$ cat config.mk
export PLATFORM = sky130hd
export DESIGN_NAME = sorted_timer_event_queue
export DESIGN_NICKNAME = d
export VERILOG_FILES = /design/src/design/stq_pkg.sv /design/src/design/stq_entry_mem.sv /design/src/design/stq_seq.sv /design/src/design/sorted_timer_event_queue.sv
export SDC_FILE = /design/constraint.sdc
export NUM_CORES = 2
export LEC_CHECK = 0
export ABC_CLOCK_PERIOD_IN_PS = 39000
export BUFFER_PORTS_ARGS = -buffer_cell sky130_fd_sc_hd__buf_4
export CAP_MARGIN = 5
export CORE_UTILIZATION = 45
export CTS_CLUSTER_SIZE = 16
export DETAILED_ROUTE_END_ITERATION = 8
export PLACE_DENSITY_LB_ADDON = 0.08
export RECOVER_POWER = 100
export SLEW_MARGIN = 40
export SYNTH_ARGS = -nofsm -noshare
export SYNTH_HDL_FRONTEND = slang
export SYNTH_HIERARCHICAL = 1
export SYNTH_SLANG_ARGS = --single-unit
$ cat constraint.sdc
create_clock -name clk_i -period 39 [get_ports clk_i]
set_input_delay 7.8 -clock clk_i [delete_from_list [all_inputs] [get_ports clk_i]]
set_output_delay 7.8 -clock clk_i [all_outputs]
set_load 0.03 [all_outputs]
$ cat src/design/stq_pkg.sv
// Shared types, constants and control codes of the sorted timer event queue.
`default_nettype none

package stq_pkg;

  // Queue geometry
  localparam int QUEUE_DEPTH = 16;
  localparam int IDX_W       = (QUEUE_DEPTH > 1) ? $clog2(QUEUE_DEPTH) : 1;
  localparam int CNT_W       = $clog2(QUEUE_DEPTH + 1);
  localparam int PEND_W      = 5;

  // Field widths
  localparam int TIME_W = 32;
  localparam int DUR_W  = 31;
  localparam int TAG_W  = 16;

  // Input item
  typedef struct packed {
    logic              mode;
    logic [TIME_W-1:0] now_seconds;
    logic [DUR_W-1:0]  duration;
    logic [TAG_W-1:0]  event_tag;
  } in_item_t;

  // Result item
  typedef struct packed {
    logic              fired;
    logic [TAG_W-1:0]  fired_tag;
    logic [TIME_W-1:0] fired_start;
    logic [DUR_W-1:0]  fired_duration;
    logic [TIME_W-1:0] fired_expiry;
    logic              add_dropped;
    logic [PEND_W-1:0] pending_count;
  } result_t;

  // One stored event
  typedef struct packed {
    logic [TIME_W-1:0] expiry;
    logic [TIME_W-1:0] start;
    logic [DUR_W-1:0]  duration;
    logic [TAG_W-1:0]  tag;
  } entry_t;

  // Item modes
  localparam logic MODE_ADD  = 1'b0;
  localparam logic MODE_TICK = 1'b1;

  // Sequencer states
  typedef enum logic [2:0] {
    ST_IDLE,
    ST_DISPATCH,
    ST_ADD_CMP,
    ST_ADD_LAST,
    ST_TICK_CMP
  } stq_state_e;

  // Memory read address select
  typedef enum logic [1:0] {
    RD_NONE,
    RD_HEAD,
    RD_KM1,
    RD_KM2
  } rd_sel_e;

  // Memory write source select
  typedef enum logic [1:0] {
    WR_NONE,
    WR_NEW,
    WR_MOVE
  } wr_sel_e;

  // Sequencer to datapath
  typedef struct packed {
    logic    latch_item;
    rd_sel_e rd_sel;
    wr_sel_e wr_sel;
    logic    k_dec;
    logic    finish;
    logic    fire;
    logic    dropped;
  } ctrl_t;

  // Datapath to sequencer
  typedef struct packed {
    logic is_tick;
    logic full;
    logic empty;
    logic k_zero;
    logic k_one;
    logic greater;
  } status_t;

endpackage

`default_nettype wire

$ cat src/design/stq_entry_mem.sv
// Event storage: one write port and one registered read port.
`default_nettype none

module stq_entry_mem (
  input  wire logic                      clk_i,
  input  wire logic                      wr_en_i,
  input  wire logic [stq_pkg::IDX_W-1:0] wr_addr_i,
  input  wire stq_pkg::entry_t           wr_data_i,
  input  wire logic                      rd_en_i,
  input  wire logic [stq_pkg::IDX_W-1:0] rd_addr_i,
  output stq_pkg::entry_t                rd_data_o
);

  stq_pkg::entry_t mem_q [stq_pkg::QUEUE_DEPTH];
  stq_pkg::entry_t rd_data_q;

  // Write the addressed entry
  always_ff @(posedge clk_i) begin
    if (wr_en_i) begin
      mem_q[wr_addr_i] <= wr_data_i;
    end
  end

  // Register read data
  always_ff @(posedge clk_i) begin
    if (rd_en_i) begin
      rd_data_q <= mem_q[rd_addr_i];
    end
  end

  assign rd_data_o = rd_data_q;

endmodule

`default_nettype wire

$ cat src/design/stq_seq.sv
// Sequencer that steps the shared compare unit through an insert walk or a pop.
`default_nettype none

module stq_seq (
  input  wire logic             clk_i,
  input  wire logic             rst_ni,
  input  wire logic             start,
  input  wire stq_pkg::status_t status_i,
  output stq_pkg::ctrl_t        ctrl_o,
  output logic                  busy
);

  stq_pkg::stq_state_e state_q, state_d;

  // Hold state
  always_ff @(posedge clk_i or negedge rst_ni) begin
    if (!rst_ni) begin
      state_q <= stq_pkg::ST_IDLE;
    end else begin
      state_q <= state_d;
    end
  end

  // Next state
  always_comb begin
    state_d = state_q;
    unique case (state_q)
      stq_pkg::ST_IDLE: begin
        if (start) state_d = stq_pkg::ST_DISPATCH;
      end
      stq_pkg::ST_DISPATCH: begin
        if (status_i.is_tick) begin
          state_d = status_i.empty ? stq_pkg::ST_IDLE : stq_pkg::ST_TICK_CMP;
        end else if (status_i.full || status_i.k_zero) begin
          state_d = stq_pkg::ST_IDLE;
        end else begin
          state_d = stq_pkg::ST_ADD_CMP;
        end
      end
      stq_pkg::ST_ADD_CMP: begin
        if (!status_i.greater) begin
          state_d = stq_pkg::ST_IDLE;
        end else if (status_i.k_one) begin
          state_d = stq_pkg::ST_ADD_LAST;
        end
      end
      stq_pkg::ST_ADD_LAST: state_d = stq_pkg::ST_IDLE;
      stq_pkg::ST_TICK_CMP: state_d = stq_pkg::ST_IDLE;
      default:              state_d = stq_pkg::ST_IDLE;
    endcase
  end

  // Control outputs
  always_comb begin
    ctrl_o = '{latch_item: 1'b0, rd_sel: stq_pkg::RD_NONE, wr_sel: stq_pkg::WR_NONE,
               k_dec: 1'b0, finish: 1'b0, fire: 1'b0, dropped: 1'b0};
    unique case (state_q)
      stq_pkg::ST_IDLE: begin
        ctrl_o.latch_item = start;
      end
      stq_pkg::ST_DISPATCH: begin
        if (status_i.is_tick) begin
          if (status_i.empty) ctrl_o.finish = 1'b1;
          else                ctrl_o.rd_sel = stq_pkg::RD_HEAD;
        end else if (status_i.full) begin
          ctrl_o.finish  = 1'b1;
          ctrl_o.dropped = 1'b1;
        end else if (status_i.k_zero) begin
          ctrl_o.wr_sel = stq_pkg::WR_NEW;
          ctrl_o.finish = 1'b1;
        end else begin
          ctrl_o.rd_sel = stq_pkg::RD_KM1;
        end
      end
      stq_pkg::ST_ADD_CMP: begin
        // Later expiry moves up one slot; otherwise the new event lands here
        if (status_i.greater) begin
          ctrl_o.wr_sel = stq_pkg::WR_MOVE;
          ctrl_o.k_dec  = 1'b1;
          if (!status_i.k_one) ctrl_o.rd_sel = stq_pkg::RD_KM2;
        end else begin
          ctrl_o.wr_sel = stq_pkg::WR_NEW;
          ctrl_o.finish = 1'b1;
        end
      end
      stq_pkg::ST_ADD_LAST: begin
        ctrl_o.wr_sel = stq_pkg::WR_NEW;
        ctrl_o.finish = 1'b1;
      end
      stq_pkg::ST_TICK_CMP: begin
        ctrl_o.finish = 1'b1;
        ctrl_o.fire   = !status_i.greater;
      end
      default: ;
    endcase
  end

  assign busy = (state_q != stq_pkg::ST_IDLE);

endmodule

`default_nettype wire

$ cat src/design/sorted_timer_event_queue.sv
// Top level of the sorted timer event queue: pointers, compare unit and result register.
// A ring of QUEUE_DEPTH events is kept sorted by expiry, earliest at the head.
// An item is taken when start is high and busy is low; busy then stays high while
// the item is worked. Its result appears on result_o for exactly one cycle with
// result_valid_o high, in the first cycle that busy is low again, and must be taken
// then since the receiver cannot stall it; the next item may be taken in that same
// cycle. A tick holds busy through dispatch with the head read and a compare state,
// or dispatch alone on an empty queue. An add holds it through dispatch and a compare
// state per stored entry with a later expiry, each moved up one slot per cycle
// through the single read and write port of the event memory; the new event is
// written where the walk stops, or in a last state once the head entry has moved.
// An add ends at dispatch when the queue is full or empty, and at worst all
// QUEUE_DEPTH - 1 stored entries move. One magnitude comparator serves both the
// insert walk and the expiry test. The memory needs no clearing after reset.
`default_nettype none

module sorted_timer_event_queue (
  input  wire logic              clk_i,
  input  wire logic              rst_ni,
  input  wire logic              start,
  output logic                   busy,
  input  wire stq_pkg::in_item_t in_i,
  output logic                   result_valid_o,
  output stq_pkg::result_t       result_o
);

  localparam int IDX_W = stq_pkg::IDX_W;
  localparam int CNT_W = stq_pkg::CNT_W;

  stq_pkg::ctrl_t   ctrl;
  stq_pkg::status_t status;

  stq_pkg::in_item_t item_q;
  logic [stq_pkg::TIME_W-1:0] exp_q, exp_d;
  logic [IDX_W-1:0] head_q, head_d;
  logic [CNT_W-1:0] count_q, count_d;
  logic [CNT_W-1:0] k_q, k_d;
  stq_pkg::result_t result_q, result_d;
  logic             valid_q;

  logic [stq_pkg::TIME_W:0] exp_sum;
  logic [CNT_W-1:0]         k_m1, k_m2;
  logic [IDX_W-1:0]         rd_addr, wr_addr;
  logic                     rd_en, wr_en;
  stq_pkg::entry_t          new_entry, wr_data, rd_data;
  logic [stq_pkg::TIME_W-1:0] cmp_b;
  logic [CNT_W+stq_pkg::PEND_W-1:0] pend_ext;

  // Map a queue offset to a ring slot
  function automatic logic [IDX_W-1:0] slot(input logic [IDX_W-1:0] head,
                                            input logic [IDX_W-1:0] off);
    logic [IDX_W:0] sum;
    sum = {1'b0, head} + {1'b0, off};
    if (sum >= (IDX_W+1)'(stq_pkg::QUEUE_DEPTH)) begin
      sum = sum - (IDX_W+1)'(stq_pkg::QUEUE_DEPTH);
    end
    return sum[IDX_W-1:0];
  endfunction

  stq_seq u_seq (
    .clk_i    (clk_i),
    .rst_ni   (rst_ni),
    .start    (start),
    .status_i (status),
    .ctrl_o   (ctrl),
    .busy     (busy)
  );

  // Saturating expiry of the incoming event
  assign exp_sum = {1'b0, in_i.now_seconds} + {2'b00, in_i.duration};
  assign exp_d   = exp_sum[stq_pkg::TIME_W] ? '1 : exp_sum[stq_pkg::TIME_W-1:0];

  // Hold the accepted item
  always_ff @(posedge clk_i) begin
    if (ctrl.latch_item) begin
      item_q <= in_i;
      exp_q  <= exp_d;
    end
  end

  // Shared compare unit: stored expiry against new expiry or current time
  assign cmp_b          = (item_q.mode == stq_pkg::MODE_TICK) ? item_q.now_seconds : exp_q;
  assign status.greater = (rd_data.expiry > cmp_b);
  assign status.is_tick = (item_q.mode == stq_pkg::MODE_TICK);
  assign status.full    = (count_q >= CNT_W'(stq_pkg::QUEUE_DEPTH));
  assign status.empty   = (count_q == '0);
  assign status.k_zero  = (k_q == '0);
  assign status.k_one   = (k_q == CNT_W'(1));

  // Memory addressing
  assign k_m1 = k_q - CNT_W'(1);
  assign k_m2 = k_q - CNT_W'(2);

  always_comb begin
    rd_en   = 1'b1;
    rd_addr = head_q;
    case (ctrl.rd_sel)
      stq_pkg::RD_HEAD: rd_addr = head_q;
      stq_pkg::RD_KM1:  rd_addr = slot(head_q, k_m1[IDX_W-1:0]);
      stq_pkg::RD_KM2:  rd_addr = slot(head_q, k_m2[IDX_W-1:0]);
      default:          rd_en   = 1'b0;
    endcase
  end

  assign new_entry = '{expiry: exp_q, start: item_q.now_seconds,
                       duration: item_q.duration, tag: item_q.event_tag};
  assign wr_en     = (ctrl.wr_sel != stq_pkg::WR_NONE);
  assign wr_addr   = slot(head_q, k_q[IDX_W-1:0]);
  assign wr_data   = (ctrl.wr_sel == stq_pkg::WR_MOVE) ? rd_data : new_entry;

  stq_entry_mem u_mem (
    .clk_i     (clk_i),
    .wr_en_i   (wr_en),
    .wr_addr_i (wr_addr),
    .wr_data_i (wr_data),
    .rd_en_i   (rd_en),
    .rd_addr_i (rd_addr),
    .rd_data_o (rd_data)
  );

  // Advance pointers and fill count
  always_comb begin
    count_d = count_q;
    head_d  = head_q;
    k_d     = k_q;
    if (ctrl.latch_item) k_d = count_q;
    if (ctrl.k_dec)      k_d = k_m1;
    if (ctrl.fire) begin
      count_d = count_q - CNT_W'(1);
      head_d  = (head_q == IDX_W'(stq_pkg::QUEUE_DEPTH - 1)) ? '0 : head_q + IDX_W'(1);
    end
    if (ctrl.finish && (ctrl.wr_sel == stq_pkg::WR_NEW)) begin
      count_d = count_q + CNT_W'(1);
    end
  end

  always_ff @(posedge clk_i or negedge rst_ni) begin
    if (!rst_ni) begin
      count_q <= '0;
      head_q  <= '0;
      k_q     <= '0;
      valid_q <= 1'b0;
    end else begin
      count_q <= count_d;
      head_q  <= head_d;
      k_q     <= k_d;
      valid_q <= ctrl.finish;
    end
  end

  // Build the result transfer
  assign pend_ext = {{stq_pkg::PEND_W{1'b0}}, count_d};

  always_comb begin
    result_d                = '0;
    result_d.fired          = ctrl.fire;
    result_d.add_dropped    = ctrl.dropped;
    result_d.pending_count  = pend_ext[stq_pkg::PEND_W-1:0];
    if (ctrl.fire) begin
      result_d.fired_tag      = rd_data.tag;
      result_d.fired_start    = rd_data.start;
      result_d.fired_duration = rd_data.duration;
      result_d.fired_expiry   = rd_data.expiry;
    end
  end

  always_ff @(posedge clk_i) begin
    if (ctrl.finish) begin
      result_q <= result_d;
    end
  end

  assign result_valid_o = valid_q;
  assign result_o       = result_q;

`ifndef ASSERT_OFF
  // Fill count never passes the depth
  assert property (@(posedge clk_i) disable iff (!rst_ni)
    count_q <= CNT_W'(stq_pkg::QUEUE_DEPTH))
    else $error("queue count above depth");

  // A result is shown only once the sequencer is back at rest
  assert property (@(posedge clk_i) disable iff (!rst_ni)
    result_valid_o |-> !busy)
    else $error("result strobe while busy");

  // An accepted item keeps the block busy in the next cycle
  assert property (@(posedge clk_i) disable iff (!rst_ni)
    (start && !busy) |=> busy)
    else $error("accepted item did not raise busy");

  // A fire and a drop never come from the same item
  assert property (@(posedge clk_i) disable iff (!rst_ni)
    (result_valid_o && result_o.fired) |-> !result_o.add_dropped)
    else $error("fired and dropped together");
`endif

endmodule

`default_nettype wire

==> impl_metrics.json <==
{
  "antenna_found_initial": 21,
  "ys_warn_count": 6,
  "cts-buffers-inserted": 219,
  "dr.first_iter.drc_count": 4499,
  "worst_r2r_endpoint": "u_mem/rd_data_o[57]",
  "syn_nets": 4041,
  "status": "finished, violations left",
  "mostFrequentLayoutCells": "edfxtp_1 (2117), mux4_2 (444), clkbuf_1 (301)",
  "timing.final.crit_period_ns": 16.36,
  "post-route-cell-area_um2": 93500,
  "cellPowerDensity_nw_per_um2": 84.1,
  "cpPeakStageDelay_ns": 3.20,
  "cts_tree": "yes",
  "setup_violations": 0,
  "cts_resized": 0,
  "seq_area_frac_synth": 0.772,
  "synth_cells": 3877,
  "rsz0062_at_grt": "no",
  "start_util": 0.453,
  "insertion_delay_ns": 0.87,
  "ctsRootBufferMaster": "clkbuf_16",
  "post_cts_buffers": 0,
  "yosys_most_used_dff": "edfxtp_1",
  "worst_slack_ns": 22.64,
  "grt_usage": 0.237,
  "fin_hold_ws_ns": 0.549,
  "post-route-drc-count": 0,
  "worst_hold_path_type": "reg2reg",
  "syn_area_um2": 83000,
  "dpl.hpwl_um": 118000,
  "place_ws_ns": 27.61,
  "rr_worst_depth": 15,
  "fin_tns_setup_ns": 0,
  "grt_overflow": 0,
  "worstSetupPathType": "reg2reg",
  "io_pins": 203,
  "area_delta_synth_final_pct": 12.7,
  "power_leakage_uw": 0.0293,
  "worst_slew_pin_slew_ns": 8.57,
  "cts_sinks": 2135,
  "antenna_left": 0,
  "die_w_um": 431,
  "place_area_um2": 88100,
  "fmax_mhz": 61.1,
  "post_drt_wl_per_cell_um": 32.0,
  "hold_path_depth": 1,
  "cp_data_required_time_ns": 39.37,
  "yosysUniqueCellTypes": 68,
  "cts-hold-fix-buffers": 0,
  "dp.cells": 6446,
  "numPortBuffers": 202,
  "min_to": "result_o[102]",
  "critical_path.most_common_cell": "clkbuf_1",
  "layout_commonest_cell": "edfxtp_1",
  "clk_pin_slew_ns": 0.06,
  "violations": "capacitance limit, slew limit",
  "synthArstFlopShare": 0.00843,
  "synth_edf_count": 2117,
  "crit_slowest_cell": "clkbuf_1",
  "num_rows": 157,
  "vias": 40300,
  "ys_seq_elements": 2135,
  "cap_violations": 65,
  "ctsHtreeMaxLevel": 4,
  "finClkSkew_ns": 0.0242,
  "crit_path_cell_trace": "clkbuf_1, mux2i_1, ha_1, nand4_1, nor2_1, a21o_1, a221oi_1, a31oi_1, nand2b_4, or3b_1, o21ai_0, or2_2, clkbuf_1, clkbuf_1, clkbuf_1",
  "crit_path_max_fanout": 41,
  "max-vdd-ir-drop_mv": 0.0978,
  "nets": 4371,
  "final_cells": 6855,
  "hold_viol_final": 0,
  "finalMaxSlewViolations": 2464,
  "grt_pass1_vias": 40800,
  "grt_max_degree": 88,
  "reg2reg_from": "item_q[79]",
  "dr.pass1.iters": 7,
  "die_h_um": 431,
  "routabilityCongestion": 0.822,
  "worstHoldStart": "u_mem/rd_data_o[1]",
  "min_period_over_period": 0.419,
  "cp.arrival_ns": 16.73,
  "cp-start-kind": "flop",
  "drive_gt1_frac": 0.182,
  "critPathCaptureType": "flop",
  "core-area_um2": 183000,
  "avgSynthCellArea_um2": 21.4,
  "grt_pass1_wl_um": 309000,
  "routed_wl_um": 220000,
  "max-clock-path-buffers": 3,
  "die_area_um2": 186000,
  "max-slew-margin-rel": -4.72,
  "viasPerCell": 5.88,
  "r2r_setup_slack_ns": 22.64
}
[registers in the layout, summed over array words and instances, names as in the netlist, 4 cells and up]
register / count
result_o: 118
k_q: 5
u_mem/rd_data_o: 111
item_q: 80
exp_q: 32
count_q: 5
u_mem/mem_q: 1776
head_q: 4
[cell usage after synthesis (11+ instances only)]
library cell  instances  share of area
a211oi_1             11         0.0010
nand2_1             163         0.0074
a21o_1               29         0.0026
buf_1                17        0.00077
a21oi_1              44         0.0027
nor3_1               15        0.00090
and2_1              116         0.0087
xnor2_1              26         0.0027
dfrtp_1              18         0.0054
mux4_2              444           0.12
nand3_1              12        0.00072
ha_1                 78          0.012
xor2_1               11         0.0012
edfxtp_1           2117           0.77
buf_6                20         0.0027
mux2_2              112          0.015
o21ai_0              31         0.0019
inv_1                19        0.00086
buf_2                38         0.0023
a22oi_1             222          0.020
nor2_1               50         0.0023
nand4_1              14         0.0011
clkbuf_1            115         0.0052
nand2b_1             11        0.00083
mux2i_1              34         0.0041
[worst max-delay path: cells and delay by family, from the launching register on]
kind            cells  cell delay (ns)
flops               1             0.32
simple gates        5             1.33
compound gates      4             2.19
fa+ha+maj           1             0.45
mux                 1             0.31
buf+inv             4            11.02
[kinds of logic after synthesis]
logic type / count (synthesis) / share of synthesized area
adders and majority gates: 81 / 0.0125
and+or+nand+nor: 425 / 0.0259
DFF: 2135 / 0.772
xor gates and xnor gates: 37 / 0.00391
AOI/OAI and AO/OA: 393 / 0.0337
buffers and inverters: 216 / 0.0124
muxes: 590 / 0.140
[through the flow]
stage	total power (uW)	utilization
after floorplan	5120	-
after CTS	8010	0.519
final	7860	0.511
after global placement	5930	0.478
after global routing	8200	0.510
after detailed placement	6000	0.481
[routing by layer]
| layer | vias up | track usage | share of wire | wire (um) |
|---|---|---|---|---|
| li1 | 16800 | - | - | - |
| met1 | 21800 | 0.346 | 0.43 | 95400 |
| met2 | 1342 | 0.377 | 0.48 | 106000 |
| met3 | 270 | 0.0383 | 0.063 | 13900 |
| met4 | 6 | 0.0532 | 0.020 | 4410 |
| met5 | - | 0 | 0.00018 | 40 |
[area by class of cell]
type	count	area (um2)
Fill cell	14800	89600
Sequential cell	2135	64000
Multi-Input combinational cell	1526	17900
Clock buffer	274	5880
Tap cell	2464	3080
Timing Repair Buffer	306	1550
Clock inverter	124	926
Inverter	19	71.3
Antenna cell	7	17.5
[where the power goes]
part           total, uW  switching, uW  internal [uW]
Clock               2010            864           1140
Sequential          3330            162           3170
Combinational       2520           1550            969
[worst max path at each step]
stage / from / end / slack (ns) / cells after the start
final: item_q[79] / u_mem/rd_data_o[57] / 22.64 / 15
after floorplan: item_q[79] / result_o[4] / 26.24 / 20
after detailed placement: in_i[16] / exp_q[20] / 27.61 / 12
after global placement: in_i[16] / exp_q[20] / 27.63 / 12
after CTS: in_i[16] / exp_q[20] / 28.51 / 12
after global routing: item_q[79] / u_mem/rd_data_o[47] / 22.43 / 14
Power figures use the tool's default switching activity.
